<file path="config.mk">
export PLATFORM = sky130hd
export DESIGN_NAME = bfvc_cordic_cell
export DESIGN_NICKNAME = d
export VERILOG_FILES = /design/src/hw/rtl/body_frame_velocity_command_assert.svh /design/src/hw/rtl/bfvc_pkg.sv /design/src/hw/rtl/bfvc_cordic_cell.sv
export SDC_FILE = /design/constraint.sdc
export NUM_CORES = 1
export LEC_CHECK = 0
export BUFFER_PORTS_ARGS = -buffer_cell sky130_fd_sc_hd__buf_2
export CORE_ASPECT_RATIO = 1.75
export CORE_UTILIZATION = 33
export DETAILED_ROUTE_END_ITERATION = 12
export HOLD_SLACK_MARGIN = 0.02
export REMOVE_ABC_BUFFERS = 1
export SLEW_MARGIN = 15
export SYNTH_ARGS = -nofsm -noshare
export SYNTH_HDL_FRONTEND = slang
export SYNTH_SLANG_ARGS = --single-unit
</file>
<file path="constraint.sdc">
create_clock -name clk -period 7.9 [get_ports clk]
set_input_delay 1.58 -clock clk [delete_from_list [all_inputs] [get_ports clk]]
set_output_delay 1.58 -clock clk [all_outputs]
set_load 0.05 [all_outputs]
</file>
<file path="src/hw/rtl/body_frame_velocity_command_assert.svh">
// Assertion macros for the velocity command block
`ifndef BODY_FRAME_VELOCITY_COMMAND_ASSERT_SVH
`define BODY_FRAME_VELOCITY_COMMAND_ASSERT_SVH

`ifndef NO_ASSERTIONS

// Check a condition at every clock edge outside reset
`define BFVC_ASSERT_ALWAYS(label, cond, msg) \
  label: assert property (@(posedge clk) disable iff (rst) (cond)) else $error(msg);

// Check a consequent in the same cycle as its antecedent
`define BFVC_ASSERT_IMPLY(label, ante, cons, msg) \
  label: assert property (@(posedge clk) disable iff (rst) (ante) |-> (cons)) else $error(msg);

`else

`define BFVC_ASSERT_ALWAYS(label, cond, msg)
`define BFVC_ASSERT_IMPLY(label, ante, cons, msg)

`endif

`endif

</file>
<file path="src/hw/rtl/bfvc_pkg.sv">
package bfvc_pkg;

  // Sizing of the datapath
  localparam int POSITION_BITS = 16;
  localparam int CORDIC_STAGES = 16;
  localparam int TABLE_LEN     = 24;
  localparam int NUM_STAGES    = (CORDIC_STAGES > TABLE_LEN) ? TABLE_LEN : CORDIC_STAGES;
  localparam int STAGE_BITS    = $clog2(NUM_STAGES);

  localparam int HEADING_W = 16;
  localparam int ANG_SHIFT = 17;
  localparam int ANG_W     = 34;
  localparam int DIFF_W    = POSITION_BITS + 1;
  localparam int TRIG_W    = 32;
  localparam int SPEED_W   = 16;
  localparam int DB_W      = 12;
  localparam int GAIN_W    = 16;
  localparam int LIMIT_W   = 15;

  // Angles in units of 2^-30 rad, CORDIC vectors in Q1.30
  localparam logic signed [ANG_W-1:0] CORDIC_X0   = 34'sd652032874;
  localparam logic signed [ANG_W-1:0] ANG_HALF_PI = 34'sd1686629713;
  localparam logic signed [ANG_W-1:0] ANG_PI      = 34'sd3373259426;

  // Floor-rounded atan(2^-i)
  localparam logic signed [ANG_W-1:0] ATAN_TAB [TABLE_LEN] = '{
    34'sh3243F6A8, 34'sh1DAC6705, 34'sh0FADBAFC, 34'sh07F56EA6, 34'sh03FEAB76,
    34'sh01FFD55B, 34'sh00FFFAAA, 34'sh007FFF55, 34'sh003FFFEA, 34'sh001FFFFD,
    34'sh000FFFFF, 34'sh0007FFFF, 34'sh0003FFFF, 34'sh0001FFFF, 34'sh0000FFFF,
    34'sh00007FFF, 34'sh00003FFF, 34'sh00001FFF, 34'sh00000FFF, 34'sh000007FF,
    34'sh000003FF, 34'sh000001FF, 34'sh000000FF, 34'sh0000007F
  };

  // Register map
  typedef enum logic [1:0] {
    REG_FORWARD_DEADBAND,
    REG_LATERAL_DEADBAND,
    REG_SPEED_GAIN,
    REG_SPEED_LIMIT
  } reg_idx_t;

  localparam logic [DB_W-1:0]    FORWARD_DEADBAND_RST = 12'd30;
  localparam logic [DB_W-1:0]    LATERAL_DEADBAND_RST = 12'd300;
  localparam logic [GAIN_W-1:0]  SPEED_GAIN_RST       = 16'd45875;
  localparam logic [LIMIT_W-1:0] SPEED_LIMIT_RST      = 15'd32767;

  // Configuration handed to the scaling pipeline
  typedef struct packed {
    logic [DB_W-1:0]    forward_deadband;
    logic [DB_W-1:0]    lateral_deadband;
    logic [GAIN_W-1:0]  speed_gain;
    logic [LIMIT_W-1:0] speed_limit;
  } cfg_t;

  // Data carried along the CORDIC row
  typedef struct packed {
    logic signed [ANG_W-1:0]  x;
    logic signed [ANG_W-1:0]  y;
    logic signed [ANG_W-1:0]  z;
    logic signed [DIFF_W-1:0] dx;
    logic signed [DIFF_W-1:0] dy;
    logic                     neg;
  } cordic_t;

  function automatic logic signed [ANG_W-1:0] atan_entry(input logic [STAGE_BITS-1:0] idx);
    return ATAN_TAB[idx];
  endfunction

endpackage

</file>
<file path="src/hw/rtl/bfvc_cordic_cell.sv">
module bfvc_cordic_cell (
  input  logic                           clk,
  input  logic                           rst,
  input  logic [bfvc_pkg::STAGE_BITS-1:0] stage,
  input  logic                           up_valid,
  output logic                           up_ready,
  input  bfvc_pkg::cordic_t              up_data,
  output logic                           dn_valid,
  input  logic                           dn_ready,
  output bfvc_pkg::cordic_t              dn_data
);
  import bfvc_pkg::*;

  logic signed [ANG_W-1:0] x_sh;
  logic signed [ANG_W-1:0] y_sh;
  logic signed [ANG_W-1:0] atan;
  cordic_t                 rotated;

  // Rotate by one micro-angle towards zero residual angle
  always_comb begin
    x_sh    = $signed(up_data.x) >>> stage;
    y_sh    = $signed(up_data.y) >>> stage;
    atan    = atan_entry(stage);
    rotated = up_data;
    if (!up_data.z[ANG_W-1]) begin
      rotated.x = up_data.x - y_sh;
      rotated.y = up_data.y + x_sh;
      rotated.z = up_data.z - atan;
    end else begin
      rotated.x = up_data.x + y_sh;
      rotated.y = up_data.y - x_sh;
      rotated.z = up_data.z + atan;
    end
  end

  // Advance when the neighbour takes the held item or the cell is empty
  assign up_ready = !dn_valid || dn_ready;

  always_ff @(posedge clk) begin
    if (rst) begin
      dn_valid <= 1'b0;
    end else if (up_ready) begin
      dn_valid <= up_valid;
    end
  end

  always_ff @(posedge clk) begin
    if (up_ready) begin
      dn_data <= rotated;
    end
  end

endmodule

</file>
==> results.cfg <==
[outcome]
status = completed

[sta]
setup_viol = 0
fmax_mhz = 139
rsz0062_at_grt = false
tightest_slew_ps = 1040
max_slew_margin = 0.305
slew_violations = 0
fin_ws_ps = 706
fin_tns_setup_ps = 0
period_needed_ps = 7190
skew_ps = 12.1
final-hold-violation-count = 0
period_share = 0.911

[worst_setup_path]
end_kind = register
crit_path_start = stage[0]
crit_fanout = 45
cp-start-kind = input pin
path_class = in -> reg
worstPathArrival_ps = 7400
worstPathRequired_ps = 8100
worstRegToRegCells = 2
r2r-start = dn_valid

[floorplan]
die_area_um2 = 46800
dieHeight_um = 285
die_w_um = 164
core_area_um2 = 45200
num_rows = 103
start_util = 0.335
pin_count = 284

[detailed_routing]
drtIter0Drc = 860
wire_per_inst_um = 22.1
num_vias = 14144
dr.pass1.iters = 8
drc_errors = 0
drt-vias-per-instance = 5.73
wl_mm = 54.6
drtAntennaViolNets = 0

[placement]
routabilityCongestion = 0.935
dp_hpwl_mm = 44.2
io_buffers = 283
dpl_worst_slack_ps = 287

[pwr]
clkPwrFrac = 0.198
seqPwrFrac = 0.256
p_leak_uw = 0.00749
p_comb_frac = 0.545
p_switching_uw = 2100
p_int_uw = 2400
max-vdd-ir-drop_uv = 155
power-per-cell-area_nw_per_um2 = 252
power.total_uw = 4500
switching_share = 0.467

[logic_synthesis]
synthFlopType = edfxtp_1
ys_ff_latch = 138
avgSynthCellArea_um2 = 9.37
synthesis.area_um2 = 15100
synth.distinct_cells = 92
synth_seq_area_share = 0.273
ys_async_sr_fraction = 0
yosys_warnings = 0
postSynthCellCount = 1616
synth-edff-count = 137

[cts]
post_cts_buffers = 0
clockBufferDepth = 2
cts_num_sinks = 138
clk_pin_slew_worst_paths_ps = 70
cts_tree = built
clock_latency_ps = 450
post_cts_resized = 0
cts_root_buf = clkbuf_16
numCtsBuffers = 17
postCtsHoldBufs = 0
htree_levels = 4

[global_routing]
grt_max_degree = 72
grt_use_total = 0.232
grt_overflow = 0
grt_pass1_vias = 14186
grt_pass1_wl_mm = 80.7
antenna_found_initial = 6

[cells_and_area]
synthToLayoutAreaGrowth_pct = 17.7
nets = 2134
multi_input_area_um2 = 10500
final.fill_count = 4616
ff_latch_area_um2 = 4130
final_common_cell = buf_2
drive_gt1_frac = 0.238
final_cell_mix = buf_2 (281), a21oi_1 (139), edfxtp_1 (137), nor2_1 (136), nand2_1 (132)

[min_path]
hold_class = reg -> reg
min-delay-start = dn_valid
hold_depth = 1

[job]
max-cap-violations = 0
[per-layer routing]
| layer | vias up | share of wire | track usage |
|---|---|---|---|
| li1 | 6655 | - | - |
| met1 | 6785 | 0.33 | 0.219 |
| met5 | - | 0.00079 | 0 |
| met4 | 6 | 0.085 | 0.193 |
| met2 | 525 | 0.54 | 0.433 |
| met3 | 173 | 0.050 | 0.0317 |
[logic make-up (layout without fill, tap and decap cells)]
| logic type | after synthesis | count (layout) | synth area share |
|---|---|---|---|
| AO/OA/AOI/OAI | 480 | 480 | 0.208 |
| AND/OR/NAND/NOR | 451 | 451 | 0.144 |
| XOR/XNOR | 168 | 168 | 0.0972 |
| multiplexers | 146 | 146 | 0.146 |
| flip-flops | 138 | 138 | 0.273 |
| buffers and inverters | 120 | 393 | 0.0369 |
| adder cells (fa/ha/maj) | 113 | 113 | 0.0949 |
| other | 0 | 3 | 0 |
[stage by stage]
step	instance area (µm²)	cells	util	hold slack, ps
CTS	17800	2466	0.394	949
detailed placement	17200	2434	0.380	937
finish	17800	2469	0.394	919
global route	17800	2469	0.394	1000
floorplan	14700	1538	-	1650
global placement	17200	2434	0.380	913
[registers in the layout (all words and copies together), names as in the netlist]
| register | count |
|---|---|
| dn_valid | 1 |
| dn_data | 137 |
[critical path, stage by stage]
cell and delay (ps):
buf_4 550, buf_12 260, mux4_2 560, a22o_1 220, a221oi_1 370, and4bb_2 310, nand2_1 100, nor2b_1 170
and2_1 170, nor2_1 50, xnor2_1 230, ha_1 340, a211oi_1 340, o21ai_0 190, nor4_1 390, a21oi_1 200
a31oi_1 360, o21ai_0 180, or4_1 450, a41oi_1 260, xor2_1 90
[cells in the mapped netlist (8+ instances only)]
| cell type | count | area, µm² |
|---|---|---|
| a211oi_1 | 27 | 203 |
| a21boi_0 | 10 | 75.1 |
| a21o_1 | 44 | 330 |
| a21oi_1 | 139 | 696 |
| a22o_1 | 9 | 78.8 |
| a22oi_1 | 16 | 120 |
| a31oi_1 | 24 | 150 |
| and2_1 | 17 | 106 |
| and3_1 | 14 | 87.6 |
| buf_1 | 11 | 41.3 |
| buf_2 | 17 | 85.1 |
| clkbuf_1 | 38 | 143 |
| edfxtp_1 | 137 | 4110 |
| ha_1 | 110 | 1380 |
| inv_1 | 41 | 154 |
| mux2_2 | 27 | 304 |
| mux2i_1 | 58 | 581 |
| mux4_2 | 56 | 1260 |
| nand2_1 | 132 | 495 |
| nand2b_1 | 21 | 131 |
| nand3_1 | 28 | 140 |
| nand4_1 | 8 | 50.1 |
| nor2_1 | 136 | 510 |
| nor2b_1 | 23 | 144 |
| nor3_1 | 33 | 165 |
| o211ai_1 | 15 | 113 |
| o21a_1 | 20 | 150 |
| o21ai_0 | 79 | 395 |
| o22ai_1 | 11 | 68.8 |
| xnor2_1 | 117 | 1020 |
| xor2_1 | 51 | 447 |
[final timing paths]
kind                                     end  slack [ps]
worst max-delay path            dn_data[136]         710
worst min-delay path             dn_data[17]         920
worst max register to register   dn_data[82]        5940
worst min register to register   dn_data[17]         920
[power groups by stage]
stage | combinational, µW | sequential (µW) | clock [µW]
final | 2450 | 1150 | 891
after global routing | 2620 | 1180 | 946
after CTS | 2460 | 1160 | 921
after detailed placement | 2460 | 1170 | 0
after global placement | 2440 | 1170 | 0
after floorplan | 1010 | 1980 | 0
[layout make-up]
cell class | count | area share
clock inverter | 13 | 0.0112
antenna | 3 | 0.000421
timing repair buffer | 319 | 0.0957
multi-input combinational | 1358 | 0.587
tap | 577 | 0.0405
clock buffer | 19 | 0.0243
sequential | 138 | 0.232
inverter | 42 | 0.00885
No activity file was read; power rests on OpenSTA's default activity.
